### config.mk
export PLATFORM = sky130hd
export DESIGN_NAME = boot_script_word_parser_unit
export DESIGN_NICKNAME = d
export VERILOG_FILES = /design/src/rtl/core/bswp_pkg.sv /design/src/rtl/core/bswp_in_reg.sv /design/src/rtl/core/bswp_decode.sv /design/src/rtl/core/bswp_out_reg.sv /design/src/rtl/core/boot_script_word_parser_unit.sv
export SDC_FILE = /design/constraint.sdc
export NUM_CORES = 1
export LEC_CHECK = 0
export BUFFER_PORTS_ARGS = -buffer_cell sky130_fd_sc_hd__buf_2
export CORE_MARGIN = 3
export CORE_UTILIZATION = 45
export CTS_CLUSTER_SIZE = 24
export DETAILED_ROUTE_END_ITERATION = 10
export PLACE_DENSITY_LB_ADDON = 0.05
export SETUP_SLACK_MARGIN = 0.3
export SLEW_MARGIN = 40
export SYNTH_ARGS = -nofsm -noshare
export SYNTH_HDL_FRONTEND = slang
export SYNTH_SLANG_ARGS = --single-unit
### constraint.sdc
create_clock -name clk_i -period 20.3 [get_ports clk_i]
set_input_delay 3.045 -clock clk_i [delete_from_list [all_inputs] [get_ports clk_i]]
set_output_delay 3.045 -clock clk_i [all_outputs]
set_load 0.01 [all_outputs]
### src/rtl/core/bswp_pkg.sv
// Package for the boot script word parser: magic and command codes,
// parse phase encoding, result codes and the beat structures.
// No dependencies.
package bswp_pkg;

  localparam logic [31:0] MagicWord    = 32'h4150_4954;
  localparam logic [31:0] CmdLoad      = 32'h5853_5901;
  localparam logic [31:0] CmdFill      = 32'h5853_590A;
  localparam logic [31:0] CmdJumpClose = 32'h5853_5906;
  localparam logic [31:0] CmdJump      = 32'h5853_5905;

  localparam int unsigned WordW     = 32;
  localparam int unsigned FillW     = 30;
  localparam int unsigned KindW     = 2;
  localparam int unsigned OutDataW  = 128;

  typedef enum logic [8:0] {
    PH_MAGIC     = 9'b0_0000_0001,
    PH_CMD       = 9'b0_0000_0010,
    PH_LOAD_ADDR = 9'b0_0000_0100,
    PH_LOAD_SIZE = 9'b0_0000_1000,
    PH_LOAD_DATA = 9'b0_0001_0000,
    PH_FILL_ADDR = 9'b0_0010_0000,
    PH_FILL_SIZE = 9'b0_0100_0000,
    PH_JUMP_ADDR = 9'b0_1000_0000,
    PH_HALT      = 9'b1_0000_0000
  } phase_e;

  typedef enum logic [KindW-1:0] {
    RES_WRITE     = 2'd0,
    RES_FILL      = 2'd1,
    RES_ENTRY     = 2'd2,
    RES_BAD_MAGIC = 2'd3
  } res_kind_e;

  typedef enum logic {
    IN_WORD      = 1'b0,
    IN_NEW_IMAGE = 1'b1
  } in_kind_e;

  typedef struct packed {
    in_kind_e         kind;
    logic [WordW-1:0] word;
  } in_item_t;

  typedef struct packed {
    logic     valid;
    in_item_t item;
  } stage_t;

  typedef struct packed {
    res_kind_e        kind;
    logic [WordW-1:0] address;
    logic [WordW-1:0] data;
    logic [FillW-1:0] fill_words;
    logic [WordW-1:0] byte_offset;
  } result_t;

  typedef struct packed {
    logic    valid;
    result_t res;
  } res_beat_t;

endpackage

### src/rtl/core/bswp_in_reg.sv
// Input register stage of the boot script word parser.
// Depends on bswp_pkg.
module bswp_in_reg (
  input  logic              clk_i,
  input  logic              rst_ni,
  input  logic              valid_i,
  output logic              ready_o,
  input  bswp_pkg::in_item_t item_i,
  input  logic              advance_i,
  output bswp_pkg::stage_t  stage_o
);

  logic               valid_q, valid_d;
  bswp_pkg::in_item_t item_q;
  logic               load;

  assign ready_o = !valid_q || advance_i;
  assign load    = valid_i && ready_o;

  always_comb begin
    valid_d = valid_q;
    if (load) begin
      valid_d = 1'b1;
    end else if (advance_i) begin
      valid_d = 1'b0;
    end
  end

  always_ff @(posedge clk_i or negedge rst_ni) begin
    if (!rst_ni) begin
      valid_q <= 1'b0;
    end else begin
      valid_q <= valid_d;
    end
  end

  always_ff @(posedge clk_i) begin
    if (load) begin
      item_q <= item_i;
    end
  end

  assign stage_o.valid = valid_q;
  assign stage_o.item  = item_q;

endmodule

### src/rtl/core/bswp_decode.sv
// Parse state and per-word decode of the boot script word parser.
// Holds phase, destination address, load byte count and consumed byte count.
// Depends on bswp_pkg.
module bswp_decode (
  input  logic                clk_i,
  input  logic                rst_ni,
  input  logic                advance_i,
  input  bswp_pkg::in_item_t  item_i,
  output bswp_pkg::res_beat_t beat_o,
  output bswp_pkg::phase_e    phase_o
);

  bswp_pkg::phase_e phase_q, phase_d;
  logic [31:0]      dest_q, dest_d;
  logic [31:0]      left_q, left_d;
  logic [31:0]      used_q, used_d;
  logic [31:0]      used_inc;
  logic             size_pos;
  logic [31:0]      size_rnd;

  assign used_inc = used_q + 32'd4;
  assign size_pos = (item_i.word != 32'd0) && !item_i.word[31];
  assign size_rnd = item_i.word + 32'd3;

  always_comb begin
    phase_d = phase_q;
    dest_d  = dest_q;
    left_d  = left_q;
    used_d  = used_q;
    beat_o  = '0;
    if (item_i.kind == bswp_pkg::IN_NEW_IMAGE) begin
      phase_d = bswp_pkg::PH_MAGIC;
      dest_d  = '0;
      left_d  = '0;
      used_d  = '0;
    end else if (phase_q != bswp_pkg::PH_HALT) begin
      used_d = used_inc;
      case (phase_q)
        bswp_pkg::PH_MAGIC: begin
          if (item_i.word != bswp_pkg::MagicWord) begin
            phase_d            = bswp_pkg::PH_HALT;
            beat_o.valid       = 1'b1;
            beat_o.res.kind    = bswp_pkg::RES_BAD_MAGIC;
          end else begin
            phase_d = bswp_pkg::PH_CMD;
          end
        end
        bswp_pkg::PH_CMD: begin
          if (item_i.word == bswp_pkg::CmdLoad) begin
            phase_d = bswp_pkg::PH_LOAD_ADDR;
          end else if (item_i.word == bswp_pkg::CmdFill) begin
            phase_d = bswp_pkg::PH_FILL_ADDR;
          end else if (item_i.word == bswp_pkg::CmdJumpClose ||
                       item_i.word == bswp_pkg::CmdJump) begin
            phase_d = bswp_pkg::PH_JUMP_ADDR;
          end
        end
        bswp_pkg::PH_LOAD_ADDR: begin
          dest_d  = item_i.word;
          phase_d = bswp_pkg::PH_LOAD_SIZE;
        end
        bswp_pkg::PH_LOAD_SIZE: begin
          if (size_pos) begin
            left_d  = item_i.word;
            phase_d = bswp_pkg::PH_LOAD_DATA;
          end else begin
            phase_d = bswp_pkg::PH_CMD;
          end
        end
        bswp_pkg::PH_LOAD_DATA: begin
          beat_o.valid       = 1'b1;
          beat_o.res.kind    = bswp_pkg::RES_WRITE;
          beat_o.res.address = dest_q;
          beat_o.res.data    = item_i.word;
          dest_d             = dest_q + 32'd4;
          if (left_q <= 32'd4) begin
            left_d  = '0;
            phase_d = bswp_pkg::PH_CMD;
          end else begin
            left_d = left_q - 32'd4;
          end
        end
        bswp_pkg::PH_FILL_ADDR: begin
          dest_d  = item_i.word;
          phase_d = bswp_pkg::PH_FILL_SIZE;
        end
        bswp_pkg::PH_FILL_SIZE: begin
          phase_d            = bswp_pkg::PH_CMD;
          beat_o.valid       = 1'b1;
          beat_o.res.kind    = bswp_pkg::RES_FILL;
          beat_o.res.address = dest_q;
          beat_o.res.fill_words = size_pos ? size_rnd[31:2] : '0;
        end
        bswp_pkg::PH_JUMP_ADDR: begin
          phase_d                = bswp_pkg::PH_HALT;
          beat_o.valid           = 1'b1;
          beat_o.res.kind        = bswp_pkg::RES_ENTRY;
          beat_o.res.address     = item_i.word;
          beat_o.res.byte_offset = used_inc;
        end
        default: begin
          phase_d = bswp_pkg::PH_HALT;
        end
      endcase
    end
  end

  always_ff @(posedge clk_i or negedge rst_ni) begin
    if (!rst_ni) begin
      phase_q <= bswp_pkg::PH_MAGIC;
      dest_q  <= '0;
      left_q  <= '0;
      used_q  <= '0;
    end else if (advance_i) begin
      phase_q <= phase_d;
      dest_q  <= dest_d;
      left_q  <= left_d;
      used_q  <= used_d;
    end
  end

  assign phase_o = phase_q;

endmodule

### src/rtl/core/bswp_out_reg.sv
// Result register stage of the boot script word parser.
// Depends on bswp_pkg.
module bswp_out_reg (
  input  logic                clk_i,
  input  logic                rst_ni,
  input  logic                advance_i,
  input  bswp_pkg::res_beat_t beat_i,
  output logic                free_o,
  output logic                valid_o,
  input  logic                ready_i,
  output bswp_pkg::result_t   res_o
);

  logic              valid_q, valid_d;
  bswp_pkg::result_t res_q;

  assign free_o = !valid_q || ready_i;

  always_comb begin
    valid_d = valid_q;
    if (advance_i) begin
      valid_d = beat_i.valid;
    end else if (ready_i) begin
      valid_d = 1'b0;
    end
  end

  always_ff @(posedge clk_i or negedge rst_ni) begin
    if (!rst_ni) begin
      valid_q <= 1'b0;
    end else begin
      valid_q <= valid_d;
    end
  end

  always_ff @(posedge clk_i) begin
    if (advance_i && beat_i.valid) begin
      res_q <= beat_i.res;
    end
  end

  assign valid_o = valid_q;
  assign res_o   = res_q;

endmodule

### src/rtl/core/boot_script_word_parser_unit.sv
// Top level of the boot script word parser: input register, decode, result register.
// Depends on bswp_pkg, bswp_in_reg, bswp_decode, bswp_out_reg.
//
// Usage:
//  Slave channel carries one image word per beat; tuser = 1 restarts parsing
//  of a new image (word ignored, no result). The first image word must be the
//  magic word, else one bad-magic result is given and the parser halts.
//  Master channel carries at most one result per input beat: word writes for
//  section loads, one fill record per section fill, the entry address with
//  the bytes consumed for a jump (parser then halts until a new image).
//  Path: an input beat passes the input register and the decode, and its
//  result is then held in the result register for the master side.
//  Throughput: one beat per cycle while results are taken; the decode is combinational.
//  Reset: parser expects the magic word, counters clear, both stages empty.
//  Stall: a held result blocks decode; the input register still takes one
//  beat, then tready drops until the result beat is taken.
module boot_script_word_parser_unit (
  input  logic                           clk_i,
  input  logic                           rst_ni,
  input  logic                           s_axis_tvalid_i,
  output logic                           s_axis_tready_o,
  input  logic [31:0]                    s_axis_tdata_i,  // word
  input  logic                           s_axis_tuser_i,  // kind
  output logic                           m_axis_tvalid_o,
  input  logic                           m_axis_tready_i,
  // address[31:0], data[63:32], fill_words[93:64], byte_offset[125:94], zero pad
  output logic [bswp_pkg::OutDataW-1:0]  m_axis_tdata_o,
  output logic [bswp_pkg::KindW-1:0]     m_axis_tuser_o   // result_kind
);

  bswp_pkg::in_item_t  in_item;
  bswp_pkg::stage_t    stage;
  bswp_pkg::res_beat_t beat;
  bswp_pkg::result_t   res;
  bswp_pkg::phase_e    phase;
  logic                out_free;
  logic                advance;

  assign in_item.kind = bswp_pkg::in_kind_e'(s_axis_tuser_i);
  assign in_item.word = s_axis_tdata_i;
  assign advance      = stage.valid && out_free;

  bswp_in_reg u_in_reg (
    .clk_i     (clk_i),
    .rst_ni    (rst_ni),
    .valid_i   (s_axis_tvalid_i),
    .ready_o   (s_axis_tready_o),
    .item_i    (in_item),
    .advance_i (advance),
    .stage_o   (stage)
  );

  bswp_decode u_decode (
    .clk_i     (clk_i),
    .rst_ni    (rst_ni),
    .advance_i (advance),
    .item_i    (stage.item),
    .beat_o    (beat),
    .phase_o   (phase)
  );

  bswp_out_reg u_out_reg (
    .clk_i     (clk_i),
    .rst_ni    (rst_ni),
    .advance_i (advance),
    .beat_i    (beat),
    .free_o    (out_free),
    .valid_o   (m_axis_tvalid_o),
    .ready_i   (m_axis_tready_i),
    .res_o     (res)
  );

  assign m_axis_tdata_o = {2'b00, res.byte_offset, res.fill_words, res.data, res.address};
  assign m_axis_tuser_o = res.kind;

`ifndef SYNTHESIS
  a_new_image_resets: assert property (@(posedge clk_i) disable iff (!rst_ni)
    advance && stage.item.kind == bswp_pkg::IN_NEW_IMAGE |=> phase == bswp_pkg::PH_MAGIC)
    else $error("new image beat did not return parser to magic phase");

  a_entry_halts: assert property (@(posedge clk_i) disable iff (!rst_ni)
    advance && beat.valid && beat.res.kind == bswp_pkg::RES_ENTRY
    |=> phase == bswp_pkg::PH_HALT)
    else $error("entry result without halt");

  a_halt_silent: assert property (@(posedge clk_i) disable iff (!rst_ni)
    phase == bswp_pkg::PH_HALT |-> !beat.valid)
    else $error("result produced while halted");

  a_fill_only: assert property (@(posedge clk_i) disable iff (!rst_ni)
    m_axis_tvalid_o && res.kind != bswp_pkg::RES_FILL |-> res.fill_words == '0)
    else $error("fill count on non-fill result");
`endif

endmodule
==> results.yml <==
placed_design:
  globalplace.congestion: 0.904
  io_buffers: 164
  dpl.hpwl_mm: 26.4
power:
  total_power_w: 0.00139
  switching_share: 0.290
  pwr-share-clk: 0.374
  internal_power_w: 0.000987
  power_switching_w: 0.000402
  pwr-share-comb: 0.138
  p_leak_nw: 5.54
  power.share.sequential: 0.488
  ir_worst_vdd_mv: 0.0628
  power_density_nw_per_um2: 89.3
global_routing:
  grt_pass1_vias: 10600
  grt_antenna_before_repair: 2
  grt_max_degree: 68
  overflow: 0
  grt_use_total: 0.254
  grt_pass1_wl_mm: 62.9
clock_tree:
  cts_max_level: 1
  hold_buffers: 0
  cts-root-buf: "clkbuf_16"
  clock_sinks: 264
  clk_latency_ns: 0.56
  clockBufferDepth: 3
  ctsResizeCount: 0
  postCtsSetupBuffers: 0
  cts_made_buffers: 30
  clkTransAtPathRegs_ns: 0.06
  tritoncts: "built"
yosys:
  synthArstFlopShare: 0.398
  yosysMostFrequentCell: "edfxtp_1"
  syn_area_per_cell_um2: 9.95
  synthTopCellsByCount: "159 x edfxtp_1, 158 x nor2_1, 109 x nand2_1"
  synthCells: 1349
  synth-seq-cells: 264
  synth.top_cell.area_share: 0.356
  syn_area_um2: 13400
  synth_ff_type: "edfxtp_1"
  synth_edf_count: 159
  ys.warnings.count: 0
  yosys.area.top_type: "edfxtp_1"
  synth.top_cells.by_area: "edfxtp_1 36%, dfrtp_1 19%, nor2_1 4.4%"
  yosysUniqueCellTypes: 69
  ys_seq_area_frac: 0.551
timing:
  fin_tns_setup_ns: 0
  max_slew.worst_pin.slew_ns: 0.859
  finalCritPeriodShare: 0.323
  skew_ns: 0.0106
  slew_headroom: 0.425
  slew_viol_final: 0
  rsz0062_at_grt: "no"
  final.min_clock_period_ns: 6.56
  setup_violations: 0
  hold_ws_ns: 0.494
  fmax_mhz: 152
  hold_viol: 0
worst_setup_path:
  cp.arrival_ns: 3.52
  crit_type: "input port to primary output"
  crit_fanout: 3
  r2r-start: "u_in_reg.stage_o[4]"
  worst_ep_required_time_ns: 17.26
  cp-end-kind: "primary output"
  worstSetupStartpoint: "m_axis_tready_i"
  crit_path_start_kind: "input port"
final_layout:
  regArea_um2: 7400
  multi_input_area_um2: 5600
  syn_to_final_growth_pct: 15.9
  nets: 1504
  drive_above_1_share: 0.178
  n_fill_cell: 2648
die:
  die_x_um: 179
  io_pins: 169
  initial_core_util: 0.462
  rows: 62
  die_height_um: 179
  core_um2: 29100
  die_area_um2: 31900
run:
  drv_cap: 0
routing:
  num_vias: 11200
  viasPerCell: 6.00
  postRouteWirelength_mm: 41.1
  drt-pass1-iter-count: 7
  first_iter_violations: 1027
  routedWlPerCell_um: 22.0
  drc: 0
  ant_nets: 0
worst_hold_path:
  hold_class: "flop to flop"
  hold_start: "u_decode.phase_o[0]"
outcome:
  status: "completed"
## worst paths after layout
check                           cells after the start                   to  slack, ns
max in group asynchronous                           3  u_decode.phase_o[0]      16.64
worst max register to register                      6  u_decode.left_q[19]      16.46
worst max-delay path                                4      s_axis_tready_o      13.74
worst min-delay path                                2  u_decode.phase_o[0]       0.49
min in group asynchronous                           1  u_decode.used_q[17]       2.50
worst min register to register                      2  u_decode.phase_o[0]       0.49
## power groups by stage
stage               clock (W)  combinational (W)  sequential [W]
global placement            0           0.000185        0.000685
finish               0.000520           0.000191        0.000678
detailed placement          0           0.000191        0.000686
global route         0.000551           0.000215        0.000684
floorplan                   0           0.000122        0.000672
CTS                  0.000529           0.000191        0.000676
## sequential cells by signal (all words and copies together), names as in the netlist
| signal | count |
|---|---|
| u_decode.dest_q | 32 |
| u_decode.left_q | 32 |
| u_decode.phase_o | 9 |
| u_decode.used_q | 30 |
| u_in_reg.stage_o | 33 |
| u_in_reg.valid_q | 1 |
| u_out_reg.res_o | 126 |
| u_out_reg.valid_o | 1 |
## metal layers
metal | up-vias | wire length, um | GRT usage
li1 | 5212 | - | -
met1 | 5513 | 18400 | 0.370
met2 | 425 | 18700 | 0.391
met3 | 87 | 2760 | 0.0426
met4 | 0 | 1220 | 0.0776
met5 | - | 0 | 0
## through the flow
stage | setup WS, ns | instance area, um^2 | cells | utilization
after global routing | 13.69 | 15600 | 1872 | 0.535
after global placement | 13.75 | 14500 | 1812 | 0.499
after floorplan | 9.73 | 13400 | 1352 | -
after CTS | 13.74 | 15500 | 1871 | 0.534
final | 13.74 | 15600 | 1872 | 0.535
after detailed placement | 13.74 | 14600 | 1815 | 0.502
## critical path, stage by stage
cell,delay (ns)
buf_2,0.10
nor2b_1,0.12
nand2_1,0.10
buf_2,0.15
## cell usage in the layout (no fill, tap or decap), types with 15 or more instances in the layout
cell       count
a21oi_1       61
a22oi_1       40
and2_1        34
and3_1        26
buf_2        163
buf_4         24
clkbuf_16     31
dfrtp_1      104
edfxtp_1     159
inv_1         21
nand2_1      106
nand3_1       45
nand4_1       26
nor2_1       157
nor3_1        47
nor4_1        30
o21ai_0      103
o31ai_1       15
xnor2_1       26
xor2_1        32
## cell families after synthesis
| logic type | synth area share |
|---|---|
| fa+ha+maj | 0.00373 |
| buf+inv | 0.0388 |
| other cells | 0.000279 |
| flops | 0.551 |
| mux | 0.00317 |
| xor+xnor | 0.0378 |
| simple gates | 0.212 |
| compound gates | 0.153 |
## area by class of cell
class                           count  share of cell area
Antenna cell                        1            0.000161
Clock buffer                       42              0.0538
Clock inverter                     14             0.00651
Inverter                           21             0.00507
Multi-Input combinational cell    956               0.360
Sequential cell                   264               0.476
Tap cell                          384              0.0309
Timing Repair Buffer              190              0.0680
(Power assumes the default switching activity.)
